`config.mk`:
```
export PLATFORM = sky130hd
export DESIGN_NAME = led_button_command_controller
export DESIGN_NICKNAME = d
export VERILOG_FILES = /design/src/rtl/core/lbc_pkg.sv /design/src/rtl/core/lbc_line.sv /design/src/rtl/core/lbc_ctrl.sv /design/src/rtl/core/led_button_command_controller.sv
export SDC_FILE = /design/constraint.sdc
export NUM_CORES = 1
export LEC_CHECK = 0
export BUFFER_PORTS_ARGS = -buffer_cell sky130_fd_sc_hd__buf_2
export CORE_MARGIN = 2
export CORE_UTILIZATION = 57
export CTS_BUF_LIST = sky130_fd_sc_hd__clkbuf_4 sky130_fd_sc_hd__clkbuf_8 sky130_fd_sc_hd__clkbuf_16
export DETAILED_ROUTE_END_ITERATION = 7
export PLACE_DENSITY = 0.78
export SETUP_SLACK_MARGIN = 0.02
export SYNTH_ARGS = -nofsm -noshare
export SYNTH_HDL_FRONTEND = slang
export SYNTH_SLANG_ARGS = --single-unit
```
`constraint.sdc`:
```
create_clock -name clk -period 4.9 [get_ports clk]
set_input_delay 0.98 -clock clk [delete_from_list [all_inputs] [get_ports clk]]
set_output_delay 0.98 -clock clk [all_outputs]
set_load 0.02 [all_outputs]
```
`src/rtl/core/lbc_pkg.sv`:
```
package lbc_pkg;

    typedef enum logic [1:0] {
        OP_TICK    = 2'd0,
        OP_PRESS   = 2'd1,
        OP_RELEASE = 2'd2,
        OP_BYTE    = 2'd3
    } op_t;

    typedef enum logic [1:0] {
        SEND_NONE = 2'd0,
        SEND_OK   = 2'd1,
        SEND_ON   = 2'd2,
        SEND_OFF  = 2'd3
    } send_t;

    typedef enum logic [1:0] {
        REG_LONG_PRESS     = 2'd0,
        REG_BLINK_INTERVAL = 2'd1,
        REG_BLINK_TOGGLES  = 2'd2
    } cfg_reg_t;

    typedef enum logic [2:0] {
        PH_IDLE    = 3'b001,
        PH_PRESSED = 3'b010,
        PH_BLINK   = 3'b100
    } phase_t;

    localparam logic [6:0]  DUTY_TOP            = 7'd100;
    localparam logic [15:0] LONG_PRESS_RESET    = 16'd500;
    localparam logic [15:0] BLINK_INTERVAL_RESET = 16'd500;
    localparam logic [7:0]  BLINK_TOGGLES_RESET = 8'd6;
    localparam logic [7:0]  CHAR_CR             = 8'h0D;
    localparam logic [7:0]  CHAR_LF             = 8'h0A;
    localparam logic [3:0]  CMD_ON_LEN          = 4'd9;
    localparam logic [3:0]  CMD_OFF_LEN         = 4'd10;

    // Line decoder events for one received byte
    typedef struct packed {
        logic on;
        logic off;
    } line_cmd_t;

    typedef struct packed {
        logic       led_lit;
        logic       pwm_on;
        logic [6:0] duty_percent;
        send_t      send_code;
        logic       spi_valid;
        logic       spi_byte;
        logic       blinking;
    } result_t;

    // Character of "AT+LED_ON" at position i
    function automatic logic [7:0] cmd_on_char(input logic [3:0] i);
        logic [7:0] ch;
        case (i)
            4'd0:    ch = "A";
            4'd1:    ch = "T";
            4'd2:    ch = "+";
            4'd3:    ch = "L";
            4'd4:    ch = "E";
            4'd5:    ch = "D";
            4'd6:    ch = "_";
            4'd7:    ch = "O";
            4'd8:    ch = "N";
            default: ch = 8'h00;
        endcase
        return ch;
    endfunction

    // Character of "AT+LED_OFF" at position i
    function automatic logic [7:0] cmd_off_char(input logic [3:0] i);
        logic [7:0] ch;
        case (i)
            4'd0:    ch = "A";
            4'd1:    ch = "T";
            4'd2:    ch = "+";
            4'd3:    ch = "L";
            4'd4:    ch = "E";
            4'd5:    ch = "D";
            4'd6:    ch = "_";
            4'd7:    ch = "O";
            4'd8:    ch = "F";
            4'd9:    ch = "F";
            default: ch = 8'h00;
        endcase
        return ch;
    endfunction

endpackage

```
`src/rtl/core/lbc_line.sv`:
```
module lbc_line #(
    parameter int LINE_MAX = 31
) (
    input  logic              clk,
    input  logic              rst_n,
    input  logic              byte_en,
    input  logic [7:0]        rx_byte,
    output lbc_pkg::line_cmd_t line_cmd
);
    import lbc_pkg::*;

    localparam int LEN_W = $clog2(LINE_MAX + 1);

    logic [LEN_W-1:0] len_reg, len_next;
    logic             on_ok_reg, on_ok_next;
    logic             off_ok_reg, off_ok_next;
    logic [3:0]       pos;
    logic             first;

    // Track prefix match against both commands instead of keeping the text
    always_comb
    begin
        len_next    = len_reg;
        on_ok_next  = on_ok_reg;
        off_ok_next = off_ok_reg;
        line_cmd    = '0;
        pos         = 4'(len_reg);
        first       = (len_reg == '0);
        if (byte_en)
        begin
            if (rx_byte == CHAR_CR || rx_byte == CHAR_LF)
            begin
                if (!first)
                begin
                    line_cmd.on  = (len_reg == LEN_W'(CMD_ON_LEN)) && on_ok_reg;
                    line_cmd.off = (len_reg == LEN_W'(CMD_OFF_LEN)) && off_ok_reg;
                    len_next     = '0;
                end
            end
            else if (len_reg < LEN_W'(LINE_MAX))
            begin
                on_ok_next  = (first || on_ok_reg) && (len_reg < LEN_W'(CMD_ON_LEN))
                              && (rx_byte == cmd_on_char(pos));
                off_ok_next = (first || off_ok_reg) && (len_reg < LEN_W'(CMD_OFF_LEN))
                              && (rx_byte == cmd_off_char(pos));
                len_next    = len_reg + 1'b1;
            end
            else
            begin
                // overflow: drop the line and this character
                len_next = '0;
            end
        end
    end

    always_ff @(posedge clk or negedge rst_n)
    begin
        if (!rst_n)
        begin
            len_reg    <= '0;
            on_ok_reg  <= 1'b0;
            off_ok_reg <= 1'b0;
        end
        else
        begin
            len_reg    <= len_next;
            on_ok_reg  <= on_ok_next;
            off_ok_reg <= off_ok_next;
        end
    end

endmodule

```
`src/rtl/core/lbc_ctrl.sv`:
```
module lbc_ctrl #(
    parameter int SLOTS_PER_PERIOD = 100
) (
    input  logic               clk,
    input  logic               rst_n,
    input  logic               accept,
    input  lbc_pkg::op_t       op,
    input  lbc_pkg::line_cmd_t line_cmd,
    input  logic [15:0]        long_press_ms,
    input  logic [15:0]        blink_interval_ms,
    input  logic [7:0]         blink_toggles,
    output lbc_pkg::result_t   result
);
    import lbc_pkg::*;

    localparam int SLOT_W = $clog2(SLOTS_PER_PERIOD);

    logic [SLOT_W-1:0] slot_reg, slot_next;
    logic [31:0]       press_age_reg, press_age_next;
    logic [31:0]       blink_age_reg, blink_age_next;
    logic [6:0]        duty_reg, duty_next;
    logic              ramp_down_reg, ramp_down_next;
    logic              mode_reg, mode_next;
    logic              reported_reg, reported_next;
    phase_t            phase_reg, phase_next;
    logic              blink_reg, blink_next;
    logic [7:0]        toggle_reg, toggle_next;
    logic              next_off_reg, next_off_next;
    logic              seen_reg, seen_next;
    logic              led_reg, led_next;

    logic              tick;
    logic              period_end;
    logic [SLOT_W-1:0] phase_pos;
    send_t             send;
    logic              spi_v;
    logic              spi_b;

    always_comb
    begin
        slot_next      = slot_reg;
        press_age_next = press_age_reg;
        blink_age_next = blink_age_reg;
        duty_next      = duty_reg;
        ramp_down_next = ramp_down_reg;
        mode_next      = mode_reg;
        reported_next  = reported_reg;
        phase_next     = phase_reg;
        blink_next     = blink_reg;
        toggle_next    = toggle_reg;
        next_off_next  = next_off_reg;
        seen_next      = seen_reg;
        led_next       = led_reg;
        tick           = 1'b0;
        period_end     = 1'b0;
        phase_pos      = slot_reg;
        send           = SEND_NONE;
        spi_v          = 1'b0;
        spi_b          = 1'b0;

        case (op)
            OP_TICK:
            begin
                tick = 1'b1;
                if (slot_reg == SLOT_W'(SLOTS_PER_PERIOD - 1))
                begin
                    slot_next  = '0;
                    period_end = 1'b1;
                end
                else
                begin
                    slot_next = slot_reg + 1'b1;
                end
                press_age_next = press_age_reg + 32'(period_end);
                blink_age_next = blink_age_reg + 32'(period_end);
            end
            OP_PRESS:
            begin
                press_age_next = '0;
                phase_next     = PH_PRESSED;
            end
            OP_RELEASE:
            begin
                if (phase_reg == PH_PRESSED)
                begin
                    if (press_age_reg >= {16'd0, long_press_ms})
                    begin
                        blink_next     = 1'b1;
                        toggle_next    = '0;
                        blink_age_next = '0;
                        phase_next     = PH_BLINK;
                    end
                    else
                    begin
                        mode_next  = ~mode_reg;
                        phase_next = PH_IDLE;
                    end
                end
            end
            OP_BYTE:
            begin
                if (line_cmd.on)
                begin
                    mode_next = 1'b1;
                    seen_next = 1'b1;
                    send      = SEND_OK;
                end
                else if (line_cmd.off)
                begin
                    mode_next = 1'b0;
                    seen_next = 1'b1;
                    send      = SEND_OK;
                end
            end
            default: ;
        endcase

        // blink toggle, and end of sequence with the command request
        if (blink_next && phase_next == PH_BLINK && blink_age_next >= {16'd0, blink_interval_ms})
        begin
            led_next       = ~toggle_next[0];
            toggle_next    = toggle_next + 8'd1;
            blink_age_next = '0;
            if (toggle_next >= blink_toggles)
            begin
                send          = next_off_reg ? SEND_OFF : SEND_ON;
                next_off_next = ~next_off_reg;
                blink_next    = 1'b0;
                phase_next    = PH_IDLE;
            end
        end

        // a received command cancels any running sequence
        if (blink_next && seen_next)
        begin
            blink_next = 1'b0;
            phase_next = PH_IDLE;
            seen_next  = 1'b0;
        end

        if (mode_next != reported_reg)
        begin
            reported_next = mode_next;
            spi_v         = 1'b1;
            spi_b         = mode_next;
        end

        if (!blink_next)
        begin
            if (mode_next)
            begin
                if (tick)
                begin
                    led_next = (8'(phase_pos) < {1'b0, duty_reg});
                    if (period_end)
                    begin
                        if (!ramp_down_reg)
                        begin
                            duty_next = duty_reg + 7'd1;
                            if (duty_next >= DUTY_TOP)
                            begin
                                duty_next      = DUTY_TOP;
                                ramp_down_next = 1'b1;
                            end
                        end
                        else
                        begin
                            if (duty_reg != '0)
                            begin
                                duty_next = duty_reg - 7'd1;
                            end
                            if (duty_next == '0)
                            begin
                                ramp_down_next = 1'b0;
                            end
                        end
                    end
                end
            end
            else
            begin
                led_next = 1'b0;
            end
        end

        result.led_lit      = led_next;
        result.pwm_on       = mode_next;
        result.duty_percent = duty_next;
        result.send_code    = send;
        result.spi_valid    = spi_v;
        result.spi_byte     = spi_b;
        result.blinking     = blink_next;
    end

    always_ff @(posedge clk or negedge rst_n)
    begin
        if (!rst_n)
        begin
            slot_reg      <= '0;
            press_age_reg <= '0;
            blink_age_reg <= '0;
            duty_reg      <= '0;
            ramp_down_reg <= 1'b0;
            mode_reg      <= 1'b0;
            reported_reg  <= 1'b0;
            phase_reg     <= PH_IDLE;
            blink_reg     <= 1'b0;
            toggle_reg    <= '0;
            next_off_reg  <= 1'b0;
            seen_reg      <= 1'b0;
            led_reg       <= 1'b0;
        end
        else if (accept)
        begin
            slot_reg      <= slot_next;
            press_age_reg <= press_age_next;
            blink_age_reg <= blink_age_next;
            duty_reg      <= duty_next;
            ramp_down_reg <= ramp_down_next;
            mode_reg      <= mode_next;
            reported_reg  <= reported_next;
            phase_reg     <= phase_next;
            blink_reg     <= blink_next;
            toggle_reg    <= toggle_next;
            next_off_reg  <= next_off_next;
            seen_reg      <= seen_next;
            led_reg       <= led_next;
        end
    end

endmodule

```
`src/rtl/core/led_button_command_controller.sv`:
```
// Each result is registered and appears on the output in the cycle after its item is transferred.
// Throughput: one item per cycle; the input stalls only while a result waits
// in the output register and out_ready is low.
// Reset (rst_n, asynchronous, active low) clears all timing, mode, blink and
// line state and loads the register defaults 500 ms, 500 ms and 6 toggles.
module led_button_command_controller #(
    parameter int SLOTS_PER_PERIOD = 100,
    parameter int LINE_MAX         = 31
) (
    input  logic        clk,
    input  logic        rst_n,
    input  logic        in_valid,
    output logic        in_ready,
    input  logic [1:0]  opcode,
    input  logic [7:0]  rx_byte,
    output logic        out_valid,
    input  logic        out_ready,
    output logic        led_lit,
    output logic        pwm_on,
    output logic [6:0]  duty_percent,
    output logic [1:0]  send_code,
    output logic        spi_valid,
    output logic        spi_byte,
    output logic        blinking,
    input  logic        cfg_valid,
    output logic        cfg_ready,
    input  logic [1:0]  cfg_index,
    input  logic [15:0] cfg_data
);
    import lbc_pkg::*;

    logic        accept;
    op_t         op;
    line_cmd_t   line_cmd;
    result_t     result;
    result_t     result_reg;
    logic        out_valid_reg;
    logic [15:0] long_press_reg;
    logic [15:0] blink_interval_reg;
    logic [7:0]  blink_toggles_reg;

    assign in_ready  = !out_valid_reg || out_ready;
    assign accept    = in_valid && in_ready;
    assign op        = op_t'(opcode);
    assign cfg_ready = 1'b1;

    always_ff @(posedge clk or negedge rst_n)
    begin
        if (!rst_n)
        begin
            long_press_reg     <= LONG_PRESS_RESET;
            blink_interval_reg <= BLINK_INTERVAL_RESET;
            blink_toggles_reg  <= BLINK_TOGGLES_RESET;
        end
        else if (cfg_valid)
        begin
            case (cfg_index)
                REG_LONG_PRESS:     long_press_reg     <= cfg_data;
                REG_BLINK_INTERVAL: blink_interval_reg <= cfg_data;
                REG_BLINK_TOGGLES:  blink_toggles_reg  <= cfg_data[7:0];
                default: ;
            endcase
        end
    end

    lbc_line #(
        .LINE_MAX(LINE_MAX)
    ) u_line (
        .clk     (clk),
        .rst_n   (rst_n),
        .byte_en (accept && op == OP_BYTE),
        .rx_byte (rx_byte),
        .line_cmd(line_cmd)
    );

    lbc_ctrl #(
        .SLOTS_PER_PERIOD(SLOTS_PER_PERIOD)
    ) u_ctrl (
        .clk              (clk),
        .rst_n            (rst_n),
        .accept           (accept),
        .op               (op),
        .line_cmd         (line_cmd),
        .long_press_ms    (long_press_reg),
        .blink_interval_ms(blink_interval_reg),
        .blink_toggles    (blink_toggles_reg),
        .result           (result)
    );

    always_ff @(posedge clk or negedge rst_n)
    begin
        if (!rst_n)
        begin
            out_valid_reg <= 1'b0;
        end
        else if (accept)
        begin
            out_valid_reg <= 1'b1;
        end
        else if (out_ready)
        begin
            out_valid_reg <= 1'b0;
        end
    end

    // hold the result until the downstream transfer
    always_ff @(posedge clk)
    begin
        if (accept)
        begin
            result_reg <= result;
        end
    end

    assign out_valid    = out_valid_reg;
    assign led_lit      = result_reg.led_lit;
    assign pwm_on       = result_reg.pwm_on;
    assign duty_percent = result_reg.duty_percent;
    assign send_code    = result_reg.send_code;
    assign spi_valid    = result_reg.spi_valid;
    assign spi_byte     = result_reg.spi_byte;
    assign blinking     = result_reg.blinking;

endmodule

```
==> results.md, run 1 <==
* Status: finished clean
* Worst-Skew Late Latency at 0.43 ns
* Share of layout cells above drive strength 1 at 0.214
* Type of origin of the critical path: flop
* GRT overflow at 0
* Largest net degree at the start of global routing at 60
* CTS clock-pin slew for the worst setup and hold paths at 0.06 ns
* Crit-path max cell delay at 0.53 ns
* Worst relative slew slack at 0.352
* Routed wire length per instance at 18.4 µm
* Leakage power at between 5 and 6 nW
* Overall Power at 3.79 mW
* Synth-to-Final Area Change at 18.2%
* Fillcell total at between 1000 and 1500
* Post-synthesis instance total at between 1000 and 1500
* Die H at ~140 µm
* Hold crit path type: reg2reg
* Placer Congestion at 0.957
* Initial Util at 0.576
* Peak fanout along the critical path at 8
* Detailed placer's ending HPWL at 19.1 mm
* Pins Over Slew Limit at 0
* Critical Path Sink Type: flop
* Synth Register Bits at 158
* Fin crit share at 0.998
* Final worst slack at 0.0121 ns
* Reg area at 4040 µm²
* Detailed Route WL at roughly 28 mm
* Synth warn at 0
* Dpl ws at -0.0937 ns
* Commonest cells after routing, fill and taps aside: nand2_1 (139), dfrtp_1 (129), nor2_1 (98), o21ai_0 (98), buf_4 (73)
* Unrepaired setup endpoints after global routing: yes
* Core Footprint at approximately 18000 µm²
* Max_cap viols at 0
* Primary FF master, synth: dfrtp_1
* Post-Syn Area at 10300 µm²
* Netlist cell types at 80
* Setup Skew at 0.0120 ns
* Register area share after synthesis at 0.394
* Drt first-iter violations at 925
* VDD IR max at 243 µV
* Clock root buffer: clkbuf_16
* First-pass GRT wire length at 44.8 mm
* Multi-input gate area at 6040 µm²
* Syn_area_per_cell at a little under 9 µm²
* Die area at 19100 µm²
* Post-layout util at 0.680
* Fmax at 205 MHz
* Residual DRC count at 0
* Initial antenna violation count at 0
* CP arrival at roughly 5.1 ns
* Final min period at ~4.9 ns
* Drt first pass iters at 8
* Slowest cell on crit path: dfstp_2
* Final setup violation count at 0
* DIE WIDTH at 138 µm
* Vias in the first global route at around 9100
* TritonCTS buffer count at 17
* Crit-path cells: inv_2 > ha_4 > nand4_1 > nor2_2 > o31ai_4 > a31oi_4 > a21oi_4 > buf_6 > buf_6 > a22o_1 > ha_1 > nand4_1 > or3_4 > o311a_1 > o2111ai_2 > a2111oi_4 > a21oi_2 > nand2_2 > inv_4 > o2111ai_4 > mux2_4
* ANT cells at 0
* IO Count at 50
* Hold Fails Final Rpt at 0
* TritonCTS clock tree: built
* Row count at 49
* CTS H-tree lvls at 4
* Critical Path RT at roughly 5.1 ns
* Top cell family by delay on the critical path: compound AO/OA/AOI/OAI gates
* Pwr dens at 312 nW/µm²
* Asr flop ratio synth at 0.911
* Syn nets at 1270
* Number of synthesized flops with an enable pin at 14
* Vias per cell at ~6.3
* Port bufs at 48
* Total track usage at 0.287
* Commonest non-fill, non-tap cell in the layout: nand2_1
* Antenna-violating nets left at 0
* Crit Path Class: reg2reg
* Measured slew at the worst slew-check pin at ~0.97 ns
* Clock buffer depth at 2
* DR vias at 9424
* Critical path buffers and inverters at 4
* Sink Count at 158
* Hold_buf cts at 0
* NumNets Final at approximately 1400
-- worst register-to-register path, cell delays in order (launching register included) --
cell and delay, ns:
dfstp_2 0.53, inv_2 0.04, ha_4 0.25, nand4_1 0.19
nor2_2 0.28, o31ai_4 0.14, a31oi_4 0.25, a21oi_4 0.07
buf_6 0.16, buf_6 0.11, a22o_1 0.23, ha_1 0.30
nand4_1 0.11, or3_4 0.39, o311a_1 0.37, o2111ai_2 0.10
a2111oi_4 0.08, a21oi_2 0.21, nand2_2 0.11, inv_4 0.10
o2111ai_4 0.22, mux2_4 0.40
-- final cells by class --
cell class / count / area share
Multi-Input combinational cell: 886 / 0.498
Sequential cell: 158 / 0.333
Timing Repair Buffer: 128 / 0.0723
Clock buffer: 22 / 0.0401
Tap cell: 229 / 0.0236
Inverter: 72 / 0.0225
Clock inverter: 9 / 0.0109
-- where the power goes --
part	internal [mW]	switching, mW
Sequential	1.47	0.142
Combinational	0.339	0.442
Clock	0.860	0.538
Total	2.67	1.12
-- cells in the mapped netlist (5+ instances only) --
cell type	n	area (µm²)
and3_1	20	125
or2_2	5	31.3
a22oi_1	11	82.6
buf_2	6	30.0
ha_1	64	801
nand2b_1	11	68.8
o211ai_1	5	37.5
a31oi_1	10	62.6
nor2b_1	8	50.1
and4_1	8	70.1
o31ai_1	12	90.1
or4_1	5	37.5
mux2_2	30	338
nor3_1	16	80.1
or3_1	8	50.1
nor4_1	9	56.3
dfstp_2	15	394
xor2_1	34	298
o22ai_1	5	31.3
edfxtp_1	14	420
nand3_1	50	250
o21ai_0	105	526
a211oi_1	6	45.0
buf_4	5	37.5
a21o_1	9	67.6
dfrtp_1	129	3230
clkbuf_1	46	173
xnor2_1	29	254
nand2_1	140	526
nor2_1	103	387
a21oi_1	50	250
nand4_1	35	219
and2_1	8	50.1
a22o_1	15	131
inv_1	70	263
-- worst paths after layout --
| path | from | to | slack [ns] | cells past startpoint |
|---|---|---|---|---|
| worst max-delay path | long_press_reg[8] | duty_percent[5] | 0.01 | 21 |
| worst min-delay path | u_ctrl.next_off_reg | u_ctrl.next_off_reg | 0.47 | 1 |
| worst max register to register | long_press_reg[8] | duty_percent[5] | 0.01 | 21 |
| worst min register to register | u_ctrl.next_off_reg | u_ctrl.next_off_reg | 0.47 | 1 |
| max in group asynchronous | rst_n | blink_toggles_reg[0] | 3.30 | 2 |
| min in group asynchronous | rst_n | u_ctrl.duty_reg[1] | 0.51 | 1 |
-- timing repair --
item,4_1_cts,5_1_grt
gates cloned,0,1
pin swaps,4,34
setup endpoints to repair,12,51
gates resized for setup,7,62
buffers inserted,2,13
-- metal layers --
layer  wire length (µm)  up-vias  global-route usage  share of wire
met2              13700      435               0.486           0.50
met5                  0        -                   0              0
met1              11500     4528               0.370           0.41
met3               1750       72              0.0502          0.063
li1                   -     4389                   -              -
met4                748        0               0.106          0.027
-- metrics by stage --
step | hold slack, ns | TNS [ns] | cells | instance area [µm²]
after detailed placement | 0.474 | -0.211 | 1458 | 11100
after floorplan | 0.440 | 0 | 1173 | 10300
after global placement | 0.462 | -0.0103 | 1458 | 11100
final | 0.470 | 0 | 1504 | 12100
after CTS | 0.483 | 0 | 1491 | 11800
after global routing | 0.491 | -1.59 | 1504 | 12100
-- kinds of logic (layout without fill, tap and decap cells) --
group,count (synthesis),in the layout,share of synthesized area
other,1,1,0.000365
AO/OA/AOI/OAI,280,280,0.177
adder cells (fa/ha/maj),64,64,0.0780
multiplexers,36,36,0.0390
flip-flops,158,158,0.394
AND/OR/NAND/NOR,442,442,0.209
XOR/XNOR,63,63,0.0537
buffers and inverters,129,231,0.0497
Note: power is estimated with default switching activity, not from simulation.
==> run 2, diff against run 1 <==
--- a/config.mk
+++ b/config.mk
@@ -8,7 +8,6 @@
 export BUFFER_PORTS_ARGS = -buffer_cell sky130_fd_sc_hd__buf_2
 export CORE_MARGIN = 2
 export CORE_UTILIZATION = 57
-export CTS_BUF_LIST = sky130_fd_sc_hd__clkbuf_4 sky130_fd_sc_hd__clkbuf_8 sky130_fd_sc_hd__clkbuf_16
 export DETAILED_ROUTE_END_ITERATION = 7
 export PLACE_DENSITY = 0.78
 export SETUP_SLACK_MARGIN = 0.02
==> results.md, run 2 (synthesis gave the netlist of run 1 again) <==
* Leakage power at 5.38 nW (was 5.39 nW)
* Reg2reg end: duty_percent[5] (unchanged)
* Top cell family by delay on the critical path: compound AO/OA/AOI/OAI gates (unchanged)
* Hold depth at 1 (unchanged)
* WHS Endpoint: u_ctrl.next_off_reg (unchanged)
* GRT overflow at 0 (unchanged)
* TritonCTS clock tree: built (unchanged)
* Fmax at 204 MHz (was 205 MHz)
* Final setup violation count at 0 (unchanged)
* Total track usage at 0.287 (unchanged)
* Worst R2R Setup Slack at 0.01 ns (about the same)
* ANT cells at 0 (unchanged)
* Critical path buffers and inverters at 2 (was 4)
* CTS clock-pin slew for the worst setup and hold paths at 0.06 ns (about the same)
* Comb pwr share at 0.207 (was 0.206)
* Antenna-violating nets left at 0 (unchanged)
* Crit-path cells: ha_1 > nand4_1 > a2111o_1 > buf_4 > nand3_2 > nand3_1 > a21oi_2 > a311oi_2 > ha_1 > nand4_1 > or3_4 > o311a_1 > o2111ai_2 > a2111oi_4 > a21oi_2 > nand2_2 > inv_4 > o2111ai_4 > mux2_4 (was inv_2 > ha_4 > nand4_1 > nor2_2 > o31ai_4 > a31oi_4 > a21oi_4 > buf_6 > buf_6 > a22o_1 > ha_1 > nand4_1 > or3_4 > o311a_1 > o2111ai_2 > a2111oi_4 > a21oi_2 > nand2_2 > inv_4 > o2111ai_4 > mux2_4)
* CP arrival at 5.07 ns (about the same)
* Total negative slack at 0 ns (unchanged)
* Clock root buffer: clkbuf_16 (unchanged)
* Origin of the critical flop-to-flop path: u_ctrl.press_age_reg[15] (was long_press_reg[8])
* Vias in the first global route at 9083 (was 9080)
* Unrepaired setup endpoints after global routing: yes (unchanged)
* Residual DRC count at 0 (unchanged)
* Initial Util at 0.576 (unchanged)
* Synth-to-Final Area Change at 18.1% (was 18.2%)
* Seq pwr share at 0.426 (was 0.425)
* Die area at 19100 µm² (unchanged)
* Internal Power at 2.65 mW (was 2.67 mW)
* Hold_buf cts at 0 (unchanged)
* Overall Power at 3.78 mW (was 3.79 mW)
* Hold crit path type: reg2reg (unchanged)
* Detailed Route WL at 27.9 mm (was 27.7 mm)
* Routed wire length per instance at 18.6 µm (was 18.4 µm)
* Reg2Reg Depth at 19 (was 21)
* Net Switching at 1.13 mW (was 1.12 mW)
* Clock share of power at 0.367 (was 0.369)
* Pwr dens at 312 nW/µm² (about the same)
* VDD IR max at 245 µV (was 243 µV)
* Share of layout cells above drive strength 1 at 0.214 (about the same)
* Pins Over Slew Limit at 0 (unchanged)
* Commonest cells after routing, fill and taps aside: nand2_1 (139), dfrtp_1 (129), nor2_1 (98), o21ai_0 (98), buf_4 (73) (unchanged)
* Reg area at 4040 µm² (unchanged)
* NumNets Final at 1359 (was 1360)
* IO Count at 50 (unchanged)
* Hold Fails Final Rpt at 0 (unchanged)
* Vias per cell at 6.22 (was 6.27)
* Commonest non-fill, non-tap cell in the layout: nand2_1 (unchanged)
* Slowest cell on crit path: a2111o_1 (was dfstp_2)
* Fin cells at 1503 (was 1504)
* TritonCTS buffer count at 17 (unchanged)
* Drt first pass iters at 6 (was 8)
* Core Footprint at 17800 µm² (unchanged)
* Crit-path max cell delay at 0.49 ns (was 0.53 ns)
* Max_cap viols at 0 (unchanged)
* First-pass GRT wire length at 44.9 mm (was 44.8 mm)
* DR vias at 9351 (was 9424)
* Switching Share at 0.300 (was 0.296)
* Status: finished clean (unchanged)
* Sink Count at 158 (unchanged)
* Crit Path Class: reg2reg (unchanged)
* Fin crit share at 0.998 (about the same)
* Peak fanout along the critical path at 8 (unchanged)
* Worst-Skew Late Latency at 0.43 ns (about the same)
* Worst relative slew slack at 0.352 (about the same)
* Row count at 49 (unchanged)
* Die H at 138 µm (unchanged)
* Critical Path RT at 5.08 ns (about the same)
* Setup Skew at 0.0147 ns (was 0.0120 ns)
* CP Depth at 19 (was 21)
* Hold_sp: u_ctrl.next_off_reg (unchanged)
* Multi-input gate area at 6040 µm² (about the same)
* Placed Instances at 1458 (unchanged)
* DIE WIDTH at 138 µm (unchanged)
* Type of origin of the critical path: flop (unchanged)
* Clock buffer depth at 2 (unchanged)
* Detailed placer's ending HPWL at 19.1 mm (unchanged)
* CTS H-tree lvls at 4 (unchanged)
* Port bufs at 48 (unchanged)
* Fillcell total at 1368 (was 1370)
* Critical Path Sink Type: flop (unchanged)
* Initial antenna violation count at 0 (unchanged)
* Placer Congestion at 0.957 (unchanged)
* Final min period at 4.89 ns (about the same)
* Measured slew at the worst slew-check pin at 0.970 ns (was 0.971 ns)
* Largest net degree at the start of global routing at 60 (unchanged)
* Drt first-iter violations at 954 (was 925)
[run 2: per-stage QoR]
| stage | hold WS (ns) | utilization | setup slack [ns] | cell area (µm²) |
|---|---|---|---|---|
| after global routing | 0.491 | 0.680 | -0.125 | 12100 |
| after detailed placement | 0.474 | 0.622 | -0.0937 | 11100 |
| after CTS | 0.483 | 0.660 | 0.0157 | 11800 |
| after floorplan | 0.440 | - | 0.0205 | 10300 |
| final | 0.471 | 0.680 | 0.00973 | 12100 |
| after global placement | 0.462 | 0.622 | -0.0103 | 11100 |
[run 2: timing repair]
item / in CTS / in global routing
pin swaps: 4 / 34
buffers inserted: 2 / 12
gates cloned: 0 / 1
endpoints found under the setup margin: 12 / 51
resized for setup: 7 / 67
[run 2: layout make-up]
cell class	count	area share
clock buffers	22	0.0392
clock inverters	9	0.0109
inverters	72	0.0225
multi-input cells	886	0.498
flip-flops and latches	158	0.333
well taps	229	0.0236
repair buffers	127	0.0721
[run 2: routing by layer]
| metal | part of all wire | wire length (µm) | vias to the layer above | GRT usage |
|---|---|---|---|---|
| li1 | - | - | 4369 | - |
| met1 | 0.42 | 11700 | 4490 | 0.373 |
| met2 | 0.49 | 13800 | 422 | 0.489 |
| met3 | 0.064 | 1790 | 70 | 0.0475 |
| met4 | 0.022 | 623 | 0 | 0.0977 |
| met5 | 0 | 0 | - | 0 |
[run 2: worst max-delay path by stage]
stage | start | slack [ns] | endpoint
3_3_place_gp | long_press_reg[6] | -0.01 | duty_percent[6]
3_5_place_dp | long_press_reg[6] | -0.09 | duty_percent[6]
5_1_grt | long_press_reg[8] | -0.12 | duty_percent[6]
6_report | u_ctrl.press_age_reg[15] | 0.01 | duty_percent[5]
4_1_cts | long_press_reg[6] | 0.02 | duty_percent[6]
2_1_floorplan | u_ctrl.phase_pos[4] | 0.02 | duty_percent[5]
[run 2: power groups by stage]
| stage | Sequential, mW | Combinational (mW) | Clock [mW] |
|---|---|---|---|
| after floorplan | 1.58 | 0.515 | 0 |
| after global placement | 1.62 | 0.689 | 0 |
| after detailed placement | 1.63 | 0.712 | 0 |
| after CTS | 1.60 | 0.730 | 1.40 |
| after global routing | 1.63 | 0.867 | 1.46 |
| final | 1.61 | 0.781 | 1.39 |
[run 2: worst reg2reg max path, stage by stage, from the launching register on]
cell and delay [ns]:
dfrtp_1 0.41, ha_1 0.32, nand4_1 0.24, a2111o_1 0.49
buf_4 0.17, nand3_2 0.10, nand3_1 0.13, a21oi_2 0.18
a311oi_2 0.07, ha_1 0.37, nand4_1 0.18, or3_4 0.43
o311a_1 0.37, o2111ai_2 0.10, a2111oi_4 0.08, a21oi_2 0.21
nand2_2 0.10, inv_4 0.09, o2111ai_4 0.23, mux2_4 0.40
